File: src/design/u8dec_pkg.sv
// Package for the UTF-8 to code point decoder.
// Holds field widths, decode constants and the result entry type.
// No dependencies.
`timescale 1ns / 1ps

package u8dec_pkg;

   // Field widths
   localparam int BYTE_W    = 8;
   localparam int CODE_W    = 21;
   localparam int PENDING_W = 2;

   // Result queue: room for one word waiting plus the two words one byte may cause
   localparam int QUEUE_DEPTH = 3;
   localparam int COUNT_W     = 2;

   // Code point emitted for malformed input
   localparam logic [CODE_W-1:0] REPLACEMENT_CODE = CODE_W'(21'h00FFFD);

   // Continuation bytes expected after each lead byte
   localparam logic [PENDING_W-1:0] PEND_NONE  = 2'd0;
   localparam logic [PENDING_W-1:0] PEND_TWO   = 2'd1;
   localparam logic [PENDING_W-1:0] PEND_THREE = 2'd2;
   localparam logic [PENDING_W-1:0] PEND_FOUR  = 2'd3;

   // Payload bits carried by each continuation byte
   localparam int CONT_BITS = 6;

   typedef struct packed {
      logic [CODE_W-1:0] code_point;
      logic              last_of_run;
   } rsp_entry_type;

endpackage

File: src/design/u8dec_ifs.sv
// Channel interfaces for the UTF-8 to code point decoder.
// Valid/ready handshake with payload; depends on u8dec_pkg.
`timescale 1ns / 1ps

interface u8dec_req_if;
   import u8dec_pkg::*;

   logic              valid;
   logic              ready;
   logic [BYTE_W-1:0] text_byte;
   logic              end_of_text;

   modport source (output valid, output text_byte, output end_of_text, input ready);
   modport sink   (input valid, input text_byte, input end_of_text, output ready);
endinterface

interface u8dec_rsp_if;
   import u8dec_pkg::*;

   logic              valid;
   logic              ready;
   logic [CODE_W-1:0] code_point;
   logic              last_of_run;

   modport source (output valid, output code_point, output last_of_run, input ready);
   modport sink   (input valid, input code_point, input last_of_run, output ready);
endinterface

File: src/design/utf8_to_codepoint_decoder_core.sv
// Streaming UTF-8 decoder: one byte per req word, one code point per rsp word.
// Every byte is decoded combinationally into a three-entry result queue, and
// the queue head drives the rsp channel. One byte is accepted per cycle as long
// as the queue has room for two words after this cycle's pop: a byte that
// yields one word (or none) sustains one byte per cycle, a byte that yields two
// words (a broken sequence whose next byte also yields a word or is cut off at
// end of text) must drain both through the rsp port, so the rsp port sets the rate.
// Malformed input yields U+FFFD; last_of_run marks the final word of each byte.
`timescale 1ns / 1ps

module utf8_to_codepoint_decoder_core (
   input logic         clock,
   input logic         reset,
   u8dec_req_if.sink   req_chan,
   u8dec_rsp_if.source rsp_chan
);
   import u8dec_pkg::*;

   // Decoder state
   logic [PENDING_W-1:0] pending_ff, pending_in;
   logic [CODE_W-1:0]    partial_ff, partial_in;

   // Result queue
   rsp_entry_type        queue_ff [QUEUE_DEPTH];
   rsp_entry_type        queue_in [QUEUE_DEPTH];
   logic [COUNT_W-1:0]   count_ff, count_in;

   // Handshake
   logic                 pop;
   logic                 accept;
   logic [COUNT_W-1:0]   count_kept;

   // Decode results for the byte at the input
   rsp_entry_type        dec_res [2];
   logic [COUNT_W-1:0]   dec_cnt;

   // Pop the head, then take a byte if two slots stay free
   assign pop             = (count_ff != '0) && rsp_chan.ready;
   assign count_kept      = count_ff - COUNT_W'(pop);
   assign req_chan.ready  = (count_kept <= COUNT_W'(1));
   assign accept          = req_chan.valid && req_chan.ready;

   // Drive the head word
   assign rsp_chan.valid       = (count_ff != '0);
   assign rsp_chan.code_point  = queue_ff[0].code_point;
   assign rsp_chan.last_of_run = queue_ff[0].last_of_run;

   // Decode one byte against the open sequence
   always_comb begin
      logic [BYTE_W-1:0] b;
      logic              do_lead;
      b          = req_chan.text_byte;
      do_lead    = 1'b0;
      dec_cnt    = '0;
      dec_res[0] = '0;
      dec_res[1] = '0;
      pending_in = pending_ff;
      partial_in = partial_ff;

      if (pending_ff != PEND_NONE) begin
         if (b[7:6] == 2'b10) begin
            // Shift in six payload bits; emit when the sequence closes
            partial_in = {partial_ff[CODE_W-CONT_BITS-1:0], b[CONT_BITS-1:0]};
            pending_in = pending_ff - PENDING_W'(1);
            if (pending_in == PEND_NONE) begin
               dec_res[0].code_point = partial_in;
               dec_cnt    = COUNT_W'(1);
               partial_in = '0;
            end
         end else begin
            // Broken sequence: replace it, then read the byte as a lead byte
            dec_res[0].code_point = REPLACEMENT_CODE;
            dec_cnt    = COUNT_W'(1);
            pending_in = PEND_NONE;
            partial_in = '0;
            do_lead    = 1'b1;
         end
      end else begin
         do_lead = 1'b1;
      end

      // Lead byte decode
      if (do_lead) begin
         case (b) inside
            8'b0???????: begin
               dec_res[dec_cnt[0]].code_point = CODE_W'(b);
               dec_cnt = dec_cnt + COUNT_W'(1);
            end
            8'b110?????: begin
               partial_in = CODE_W'(b[4:0]);
               pending_in = PEND_TWO;
            end
            8'b1110????: begin
               partial_in = CODE_W'(b[3:0]);
               pending_in = PEND_THREE;
            end
            8'b11110???: begin
               partial_in = CODE_W'(b[2:0]);
               pending_in = PEND_FOUR;
            end
            default: begin
               dec_res[dec_cnt[0]].code_point = REPLACEMENT_CODE;
               dec_cnt = dec_cnt + COUNT_W'(1);
            end
         endcase
      end

      // Close a sequence cut off by end of text
      if (req_chan.end_of_text && (pending_in != PEND_NONE)) begin
         dec_res[dec_cnt[0]].code_point = REPLACEMENT_CODE;
         dec_cnt    = dec_cnt + COUNT_W'(1);
         pending_in = PEND_NONE;
         partial_in = '0;
      end

      // Mark the final word of this byte
      if (dec_cnt == COUNT_W'(1)) begin
         dec_res[0].last_of_run = 1'b1;
      end else if (dec_cnt == COUNT_W'(2)) begin
         dec_res[1].last_of_run = 1'b1;
      end
   end

   // Advance the queue and append new words behind what is kept
   always_comb begin
      for (int i = 0; i < QUEUE_DEPTH; i++) begin
         if (pop && (i < QUEUE_DEPTH - 1)) begin
            queue_in[i] = queue_ff[i+1];
         end else begin
            queue_in[i] = queue_ff[i];
         end
         if (accept && (dec_cnt != '0) && (COUNT_W'(i) == count_kept)) begin
            queue_in[i] = dec_res[0];
         end
         if (accept && (dec_cnt == COUNT_W'(2)) &&
             (COUNT_W'(i) == count_kept + COUNT_W'(1))) begin
            queue_in[i] = dec_res[1];
         end
      end
      count_in = count_kept + (accept ? dec_cnt : COUNT_W'(0));
   end

   // Control and state registers
   always_ff @(posedge clock) begin
      if (reset) begin
         count_ff   <= '0;
         pending_ff <= PEND_NONE;
         partial_ff <= '0;
      end else begin
         count_ff <= count_in;
         if (accept) begin
            pending_ff <= pending_in;
            partial_ff <= partial_in;
         end
      end
   end

   // Hold queue payload
   always_ff @(posedge clock) begin
      for (int i = 0; i < QUEUE_DEPTH; i++) begin
         queue_ff[i] <= queue_in[i];
      end
   end

`ifndef ASSERT_OFF
   // Queue never overfills
   assert property (@(posedge clock) disable iff (reset)
      count_ff <= COUNT_W'(QUEUE_DEPTH))
      else $error("result queue overflow");

   // No partial bits survive without an open sequence
   assert property (@(posedge clock) disable iff (reset)
      (pending_ff == PEND_NONE) |-> (partial_ff == '0))
      else $error("stale partial code with no open sequence");

   // End of text always leaves the decoder closed
   assert property (@(posedge clock) disable iff (reset)
      (accept && req_chan.end_of_text) |=> (pending_ff == PEND_NONE))
      else $error("sequence left open after end of text");

   // An accepted byte that yields words makes the queue non-empty
   assert property (@(posedge clock) disable iff (reset)
      (accept && (dec_cnt != '0)) |=> (count_ff != '0))
      else $error("decoded words lost");
`endif

endmodule

File: src/flat_wrapper.sv
// flat-port wrapper written by rule: the top's interface ports become plain ports
module utf8_to_codepoint_decoder_core_flat import u8dec_pkg::*;
  (clock, reset, req_chan_valid, req_chan_text_byte, req_chan_end_of_text, req_chan_ready, rsp_chan_valid, rsp_chan_code_point, rsp_chan_last_of_run, rsp_chan_ready);
  u8dec_req_if req_chan_i ();
  u8dec_rsp_if rsp_chan_i ();
  input logic clock;
  input logic reset;
  input wire logic [$bits(req_chan_i.valid)-1:0] req_chan_valid;
  input wire logic [$bits(req_chan_i.text_byte)-1:0] req_chan_text_byte;
  input wire logic [$bits(req_chan_i.end_of_text)-1:0] req_chan_end_of_text;
  output wire logic [$bits(req_chan_i.ready)-1:0] req_chan_ready;
  output wire logic [$bits(rsp_chan_i.valid)-1:0] rsp_chan_valid;
  output wire logic [$bits(rsp_chan_i.code_point)-1:0] rsp_chan_code_point;
  output wire logic [$bits(rsp_chan_i.last_of_run)-1:0] rsp_chan_last_of_run;
  input wire logic [$bits(rsp_chan_i.ready)-1:0] rsp_chan_ready;
  assign req_chan_i.valid = req_chan_valid;
  assign req_chan_i.text_byte = req_chan_text_byte;
  assign req_chan_i.end_of_text = req_chan_end_of_text;
  assign req_chan_ready = req_chan_i.ready;
  assign rsp_chan_valid = rsp_chan_i.valid;
  assign rsp_chan_code_point = rsp_chan_i.code_point;
  assign rsp_chan_last_of_run = rsp_chan_i.last_of_run;
  assign rsp_chan_i.ready = rsp_chan_ready;
  utf8_to_codepoint_decoder_core u_core (.clock(clock), .reset(reset), .req_chan(req_chan_i), .rsp_chan(rsp_chan_i));
endmodule
File: config.mk
export PLATFORM = sky130hd
export DESIGN_NAME = utf8_to_codepoint_decoder_core_flat
export DESIGN_NICKNAME = d
export VERILOG_FILES = /design/src/design/u8dec_pkg.sv /design/src/design/u8dec_ifs.sv /design/src/design/utf8_to_codepoint_decoder_core.sv /design/src/flat_wrapper.sv
export SDC_FILE = /design/constraint.sdc
export NUM_CORES = 1
export LEC_CHECK = 0
export ABC_AREA = 1
export BUFFER_PORTS_ARGS = -buffer_cell sky130_fd_sc_hd__buf_2
export CORE_ASPECT_RATIO = 0.75
export CORE_UTILIZATION = 40
export CTS_CLUSTER_SIZE = 8
export DETAILED_ROUTE_END_ITERATION = 16
export PLACE_DENSITY = 0.67
export SLEW_MARGIN = 20
export SYNTH_ARGS = -nofsm -noshare
export SYNTH_HDL_FRONTEND = slang
export SYNTH_SLANG_ARGS = --single-unit
File: constraint.sdc
create_clock -name clock -period 4.34 [get_ports clock]
set_clock_uncertainty 0.15 [all_clocks]
set_input_delay 0 -clock clock [delete_from_list [all_inputs] [get_ports clock]]
set_output_delay 0 -clock clock [all_outputs]
set_load 0.02 [all_outputs]
# --- Word-level counts from Yosys, hierarchy flattened ---
# Memories as Yosys holds them, arrays and structs flattened.
# Index checks and enable logic that the tools add are counted.
classes:
  n_addsub: 6
  n_lt_le_gt_ge: 5
  n_eq_ne: 10
  n_mux: 56
  bitwise: 2
  n_reduce_logical: 20
ops:
  columns: ["cell", "count"]
  rows:
  - ["$mux 44", 6]
  - ["$mux 21", 12]
  - ["$mux 22", 10]
  - ["$bwmux 44", 3]
  - ["$demux 22 s1", 2]
  - ["$mux 2", 17]
  - ["$logic_and 1x1->1", 13]
  - ["$reduce_bool 2->1", 4]
  - ["$add 2x1->2 const B", 3]
  - ["$logic_not 2->1", 3]
  - ["$mux 1", 6]
  - ["$eq 5x5->1 const B", 1]
  - ["$eq 1x2->1 const A", 2]
  - ["$eq 2x2->1 const A", 2]
  - ["$eq 2x2->1 const B", 2]
  - ["$eq 4x4->1 const B", 1]
  - ["$ge 2x2->1 const B", 2]
  - ["$lt 2x1->1 const B", 2]
  - ["$not 1->2", 2]
  - ["$eq 3x3->1 const B", 1]
  - ["$add 2x2->2", 1]
  - ["$eq 2x1->1 const B", 1]
  - ["$le 2x1->1 const B", 1]
  - ["$sub 2x1->2", 1]
  - ["$sub 2x1->2 const B", 1]
totals:
  regBits: 25
  ramBits: 66
  input_bits: 13
  output_inout_bits: 24
  wordCells: 103
  mem_count: 1
mem_list:
  columns: ["name", "words", "width", "rd", "rd_ports_with_merged_regs", "wr", "line_no", "source"]
  rows:
  - ["u_core.queue_ff", 3, 22, 3, 0, 3, "utf8_to_codepoint_decoder_core.sv:24", "rsp_entry_type queue_ff [QUEUE_DEPTH];"]

# --- Depth between registers and ports, before layout ---
# Gate-level depths: netlist (run 1).
logic_depth:
  depth_word: 21
  ltp_mapped: 20
  ltp_nobuf: 19

# --- Least setup slack after synthesis (run 1) ---
# No wires, ideal clock.
synth_timing:
  path_type: "register -> register"
  from: "register u_core.count_ff[0] (netlist name)"
  to: "memory u_core.queue_ff[0][22] (netlist bit), enable pin"
  setup_time_ns: 0.382
  t_arrival_ns: 3.045
  required_time_ns: 3.808
  path_slack_ns: 0.763
  path_stages_with_launch: 13
  path_buffers: 1
  period_less_slack_ns: 3.577
  cell_sequence: "dfxtp_1 -> or2_2 -> nand2_1 -> inv_1 -> ha_1 -> xnor2_1 -> inv_1 -> nor2_1 -> nand3_4 -> nor2_8 -> nand2_2 -> buf_6 -> nand3_1"
synth_rtl:
  columns: ["element", "line_no"]
  rows:
  - ["end: declaration", "utf8_to_codepoint_decoder_core.sv:24"]

# --- Worst setup path in the final report (run 1) ---
layout_timing:
  from: "register u_core.count_ff[0]"
  to: "register u_core.partial_ff[1]"
layout_via:
  elab_chain_cells: 5
layout_lines:
  columns: ["element", "line_no", "source"]
  rows:
  - ["start: declaration", "utf8_to_codepoint_decoder_core.sv:26", "logic [COUNT_W-1:0] count_ff, count_in;"]
  - ["start signal: assignment", "utf8_to_codepoint_decoder_core.sv:150", "count_ff <= count_in;"]
  - ["$reduce_bool 2->1", "utf8_to_codepoint_decoder_core.sv:38", "assign pop = (count_ff != '0) && rsp_chan.ready;"]
  - ["$logic_and 1x1->1", "utf8_to_codepoint_decoder_core.sv:38", null]
  - ["$sub 2x1->2 (*)", "utf8_to_codepoint_decoder_core.sv:39", "assign count_kept = count_ff - COUNT_W'(pop);"]
  - ["$le 2x1->1 (*)", "utf8_to_codepoint_decoder_core.sv:40", "assign req_chan.ready = (count_kept <= COUNT_W'(1));"]
  - ["$logic_and 1x1->1 (*)", "utf8_to_codepoint_decoder_core.sv:41", "assign accept = req_chan.valid && req_chan.ready;"]
  - ["end signal: assignment", "utf8_to_codepoint_decoder_core.sv:153", "partial_ff <= partial_in;"]
  - ["end: declaration", "utf8_to_codepoint_decoder_core.sv:21", "logic [CODE_W-1:0] partial_ff, partial_in;"]
# Every way passes the cells marked *; elsewhere a longest branch is shown, timed or not.
# A chain may end at the register's enable or synchronous reset.

==> results of run 1 <==
==> worst register-to-register path, delay by kind of cell, from the launching register on <==
kind	cells	cell delay, ns
AOI/OAI and AO/OA	2	0.45
buffers and inverters	4	1.16
adders and majority gates	1	0.18
DFF	1	0.31
and+or+nand+nor	6	1.23
xor gates and xnor gates	1	0.23
==> state kept, by name, indices dropped and copies added (netlist names) <==
name               count
u_core.pending_ff      2
u_core.queue_ff       66
u_core.count_ff        2
u_core.partial_ff     15
==> power breakdown <==
| group | internal (mW) | switching [mW] |
|---|---|---|
| clock | 0.507 | 0.323 |
| sequential | 1.23 | 0.0530 |
| combinational | 0.314 | 0.816 |
==> layer usage <==
layer / GRT usage (%) / wire (um) / vias up
li1: - / - / 1970
met1: 27.91 / 5473 / 1838
met5: 0 / 0 / -
met4: 6.082 / 167 / 0
met2: 26.90 / 4582 / 178
met3: 4.438 / 774 / 18
==> layout make-up <==
type / count / area (sq um)
Clock buffer: 9 / 225.2
Inverter: 62 / 236.5
Timing Repair Buffer: 50 / 310.3
Tap cell: 162 / 202.7
Clock inverter: 6 / 95.09
Sequential cell: 85 / 2362
Multi-Input combinational cell: 393 / 2008
Fill cell: 1141 / 6344
==> final timing paths <==
kind / to / slack (ns) / cells past startpoint
worst max-delay path: u_core.partial_ff[1]$_SDFFE_PP0P_ / 0.59 / 14
worst min-delay path: u_core.partial_ff[3]$_SDFFE_PP0P_ / 0.07 / 5
worst max register to register: u_core.partial_ff[1]$_SDFFE_PP0P_ / 0.59 / 14
worst min register to register: u_core.partial_ff[5]$_SDFFE_PP0P_ / 0.34 / 2
==> layout by cell type (no fill, tap or decap), types with 8 or more instances in the layout <==
cell / count
a21oi_1: 36
buf_2: 36
clkbuf_16: 9
dfxtp_1: 19
dlygate4sd3_1: 10
edfxtp_1: 66
inv_1: 51
inv_2: 8
nand2_1: 140
nand2_2: 8
nand2_4: 8
nand3_1: 62
nor2_1: 54
o21ai_0: 22
o21ai_1: 14
o21ai_2: 9
==> metrics by stage <==
step | instance area (sq um) | util (%) | std cells | power (mW)
2_1_floorplan | 4912 | - | 586 | 2.277
3_3_place_gp | 5020 | 42.60 | 742 | 2.403
3_5_place_dp | 5020 | 42.60 | 742 | 2.429
4_1_cts | 5440 | 46.17 | 767 | 3.264
5_1_grt | 5440 | 46.17 | 767 | 3.454
6_report | 5440 | 46.17 | 767 | 3.245
==> logic make-up (layout without fill, tap and decap cells) <==
group	after synthesis	in the layout	share of synthesized area, %
adder cells (fa/ha/maj)	5	5	1.274
XOR/XNOR	1	1	0.1783
flip-flops	85	85	48.09
buffers and inverters	108	127	11.03
AND/OR/NAND/NOR	286	286	27.33
AO/OA/AOI/OAI	101	101	12.10
==> flow_summary.yaml, run 1 <==
floorplan:
  design.portCount: 37
  start_util_pct: 41.69
  dieArea_sq_um: 12730
  core_sq_um: 11780
  die_h_um: 97.97
  die_w_um: 130.0
  num_rows: 34
layout:
  antennaDiodeCount: 0
  syn_to_final_growth_pct: 10.75
  nets: 619
  final_layout_size_suffix_gt1_share_pct: 17.02
timing:
  slew_headroom_pct: 35.84
  setup_ws_ns: 0.5909
  max_freq_ghz: 0.2667
  slew_violations: 0
  hold-worst-slack_ns: 0.06613
  grt_setup_unrepaired: "no"
  fin_crit_sh_pct: 86.39
  setup-violations-final: 0
  tns_ns: 0
  finalHoldViolCount: 0
  worst_pin_slew_ns: 0.9542
  fin_crit_ns: 3.749
synthesis:
  synth_most_common_cell: "nand2_1"
  ys_top_cells_by_count: "nand2_1, edfxtp_1, nand3_1"
  ys.flop_type: "edfxtp_1"
  synth_seq_cells: 85
  synth.area.top_cells: "edfxtp_1, nand2_1, dfxtp_1"
  synth_edf_count: 66
  syn_area_sq_um: 4912
  synth_top_area_cell: "edfxtp_1"
  syn_avg_cell_area_sq_um: 8.383
  syn_inst: 586
  synth_cell_type_count: 42
  yosysSeqAreaShare_pct: 48.09
  ys_async_sr_fraction_pct: 0
  synthesis.nets: 604
  yosys_warnings: 0
  yosysTopAreaCellShare_pct: 40.35
setup_path:
  cp.arrival_ns: 3.89
  crit_family: "simple AND/OR/NAND/NOR gates"
  crit_buf_inv: 4
  required_ns: 4.48
  r2r-start: "u_core.count_ff[0]$_SDFF_PP0_"
  crit_type: "register to register"
  crit_path_max_incr_delay_ns: 0.56
  startpoint_type: "register"
  slowest_stage: "dlygate4sd3_1"
  crit_path_start: "u_core.count_ff[0]$_SDFF_PP0_"
  worstPathCellList: "or2_2, nand2_1, inv_1, ha_1, xnor2_1, inv_1, nor2_1, inv_1, nor2_1, nand2_1, o21ai_0, nand2_1, a21oi_1, dlygate4sd3_1"
  critical_path_peak_fanout: 20
  worst_setup_path_end_kind: "register"
routing:
  routed_wl_um: 11000
  drtIter0Drc: 383
  ant_nets: 0
  avgRoutedWirePerCell_um: 14.34
  drc_errors: 0
  dr.pass1.iters: 5
  via_per_inst: 5.220
  dr_total_vias: 4004
global_routing:
  grt_pass1_wl_um: 18180
  grt_max_degree: 46
  grt_pass1_vias: 3612
  antenna_found_initial: 0
  grtUsageTotal_pct: 18.87
  grt_overflow: 0
clock_network:
  cts_made_buffers: 9
  clk_path_buf_depth: 2
  postCtsSetupRepairBufs: 0
  cts_hold_buf: 10
  clockRootBuffer: "clkbuf_16"
  cts_tree: "yes"
  htreeDepth: 3
  clkLatencyLatePin_ns: 0.34
  cts.sinks: 85
  clk_pin_slew_ns: 0.07
  cts-resized-gates: 0
placed_design:
  port_buffers: 36
  routabilityCongestion: 0.8894
  preCtsSetupSlack_ns: 0.7295
  dpl.hpwl_um: 8082
hold_path:
  hp-start: "req_chan_text_byte[7]"
  min_path_type: "input pin to register"
power:
  total_leakage_power_nw: 2.417
  peakVddDrop_mv: 0.2285
  p_per_area_nw_per_um2: 596.5
job:
  cap_violations: 0
status:
  status: "completed"
Power figures use the tool's default switching activity.
==> run 2: changes to the inputs <==
ABC_AREA = not set   (was 1)
==> flow_summary.yaml, run 2 <==
synthesis:
  synth_most_common_cell: "nand2_1"
  synth_seq_cells: 85
  ys.flop_type: "edfxtp_1"
  synth.area.top_cells: "edfxtp_1, dfxtp_1, nand2_1"
  yosysSeqAreaShare_pct: 48.55
  synth_adder_area_share_pct: 1.286
  synth_top_area_cell: "edfxtp_1"
  synth-simple-area-share_pct: 17.74
  yosysTopAreaCellShare_pct: 40.73
  synth.mux.area_fraction_pct: 1.697
  synthXorXnorAreaFrac_pct: 0.1800
  syn_area_sq_um: 4866
  synth_cell_type_count: 70
  syn_inst: 511
  synthesis.nets: 529
  synth_edf_count: 66
  ys_top_cells_by_count: "nand2_1, edfxtp_1, nor2_1"
  yosys_warnings: 0
  synth_top_family_by_area: "compound AO/OA/AOI/OAI gates"
  ys_async_sr_fraction_pct: 0
  synth_compound_area_share_pct: 22.60
  syn_avg_cell_area_sq_um: 9.522
placed_design:
  dpl.hpwl_um: 8177
  port_buffers: 36
  routabilityCongestion: 0.8502
  preCtsSetupSlack_ns: 0.7138
  dp.cells: 667
timing:
  slew_violations: 0
  setup-violations-final: 0
  fin_crit_ns: 3.790
  finalHoldViolCount: 0
  slew_headroom_pct: 38.18
  max_freq_ghz: 0.2638
  setup_ws_ns: 0.5495
  tns_ns: 0
  hold-worst-slack_ns: 0.02862
  grt_setup_unrepaired: "no"
  fin_crit_sh_pct: 87.34
  worst_pin_slew_ns: 0.9274
routing:
  dr.pass1.iters: 5
  drc_errors: 0
  avgRoutedWirePerCell_um: 17.30
  drtIter0Drc: 407
  via_per_inst: 5.653
  routed_wl_um: 11950
  dr_total_vias: 3906
  ant_nets: 0
power:
  total_leakage_power_nw: 2.002
  p_per_area_nw_per_um2: 585.3
  seq_power_share_pct: 38.7
  peakVddDrop_mv: 0.3193
  switching_share_pct: 35.67
  clock_power_share_pct: 26.4
  power_frac_comb_pct: 34.9
  power.internal_mw: 2.040
  switchingPower_mw: 1.131
layout:
  nets: 542
  regArea_sq_um: 2362
  syn_to_final_growth_pct: 11.31
  final_layout_size_suffix_gt1_share_pct: 17.01
  largest_register: "u_core.queue_ff"
  final_common_cell: "nand2_1"
  largest_reg_flops: 66
  final_cell_mix: "nand2_1, edfxtp_1, nor2_1"
  nFillCells: 1133
  multiInputGateArea_sq_um: 2127
  fin_cells: 691
  antennaDiodeCount: 0
  reg_top3: "u_core.queue_ff x66, u_core.partial_ff x15"
  post-route-util_pct: 46.13
global_routing:
  grt_max_degree: 28
  grt_overflow: 0
  antenna_found_initial: 0
  grt_pass1_wl_um: 19270
  grt_pass1_vias: 3560
  grtUsageTotal_pct: 19.97
setup_path:
  crit_family: "compound AO/OA/AOI/OAI gates"
  cp.arrival_ns: 3.91
  r2r-start: "u_core.pending_ff[0]$_SDFFE_PP0P_"
  startpoint_type: "register"
  crit_path_end: "u_core.partial_ff[0]$_SDFFE_PP0P_"
  rr_worst_depth: 10
  worst_setup_path_end_kind: "register"
  r2r-end: "u_core.partial_ff[0]$_SDFFE_PP0P_"
  required_ns: 4.46
  r2r_setup_slack_ns: 0.55
  crit_type: "register to register"
  crit_path_start: "u_core.pending_ff[0]$_SDFFE_PP0P_"
  critical_path_peak_fanout: 16
  crit_buf_inv: 2
  cp.depth: 10
  crit_path_max_incr_delay_ns: 0.60
  slowest_stage: "o311ai_4"
  worstPathCellList: "inv_1, ha_1, a21boi_1, o21ai_0, a211o_1, o21a_4, o311ai_4, a22oi_1, nor2_1, dlygate4sd3_1"
clock_network:
  clk_pin_slew_ns: 0.06
  cts_made_buffers: 9
  cts_tree: "yes"
  cts.sinks: 85
  postCtsSetupRepairBufs: 0
  clk_path_buf_depth: 2
  clockRootBuffer: "clkbuf_16"
  clkLatencyLatePin_ns: 0.33
  htreeDepth: 3
floorplan:
  start_util_pct: 41.44
  core_sq_um: 11740
  dieArea_sq_um: 12610
  die_h_um: 97.52
  num_rows: 34
  die_w_um: 129.4
  design.portCount: 37
status:
  status: "completed"
job:
  cap_violations: 0
hold_path:
  min_path_type: "input pin to register"
==> run 2: timing repair <==
action,in CTS,in global routing
endpoints found under the setup margin,0,1
gates resized for setup,0,1
endpoints found under the hold margin,20,0
hold buffers,8,0
==> run 2: power by group through the flow <==
stage                     combinational [mW]  clock (mW)  sequential, mW
after CTS                               1.11       0.847            1.23
after detailed placement                1.10           0            1.25
after floorplan                        0.866           0            1.25
final                                   1.11       0.837            1.23
after global routing                    1.22       0.885            1.25
after global placement                  1.08           0            1.24
==> run 2: worst min-delay path by stage <==
stage,from,to,slack (ns),cells after the start
2_1_floorplan,req_chan_text_byte[0],u_core.partial_ff[0]$_SDFFE_PP0P_,-0.002,2
3_3_place_gp,req_chan_text_byte[0],u_core.partial_ff[0]$_SDFFE_PP0P_,0.17,3
3_5_place_dp,req_chan_text_byte[0],u_core.partial_ff[0]$_SDFFE_PP0P_,0.18,3
4_1_cts,req_chan_end_of_text,u_core.pending_ff[0]$_SDFFE_PP0P_,0.008,4
5_1_grt,req_chan_end_of_text,u_core.pending_ff[0]$_SDFFE_PP0P_,0.03,4
6_report,req_chan_end_of_text,u_core.pending_ff[0]$_SDFFE_PP0P_,0.03,4
==> run 2: area by class of cell <==
cell class                      instances  share of cell area (%)
Inverter                                8                  0.5544
Timing Repair Buffer                   57                   6.838
Sequential cell                        85                   43.61
Clock inverter                          6                   1.756
Multi-Input combinational cell        363                   39.27
Tap cell                              162                   3.742
Clock buffer                           10                   4.227
==> run 2: layer usage <==
| layer | up-vias | routed length, um | GRT usage, % |
|---|---|---|---|
| li1 | 1871 | - | - |
| met4 | 0 | 170 | 4.615 |
| met3 | 13 | 794 | 4.130 |
| met2 | 152 | 5200 | 29.49 |
| met5 | - | 0 | 0 |
| met1 | 1870 | 5789 | 29.61 |
==> run 2: per-stage QoR <==
stage / power (mW) / instance area (sq um)
2_1_floorplan: 2.111 / 4866
3_3_place_gp: 2.325 / 5002
3_5_place_dp: 2.343 / 5002
4_1_cts: 3.182 / 5406
5_1_grt: 3.352 / 5416
6_report: 3.170 / 5416
==> run 2: cell families (layout without fill, tap and decap cells) <==
family / after synthesis / count (layout)
AND/OR/NAND/NOR: 191 / 191
buffers and inverters: 63 / 81
XOR/XNOR: 1 / 1
multiplexers: 8 / 8
AO/OA/AOI/OAI: 158 / 158
flip-flops: 85 / 85
adder cells (fa/ha/maj): 5 / 5
==> run 2: tightest hold or removal path: cells and delay by family <==
family                 cells  cell delay, ns
buffers and inverters      1            0.16
and+or+nand+nor            2            0.24
AOI/OAI and AO/OA          1            0.08
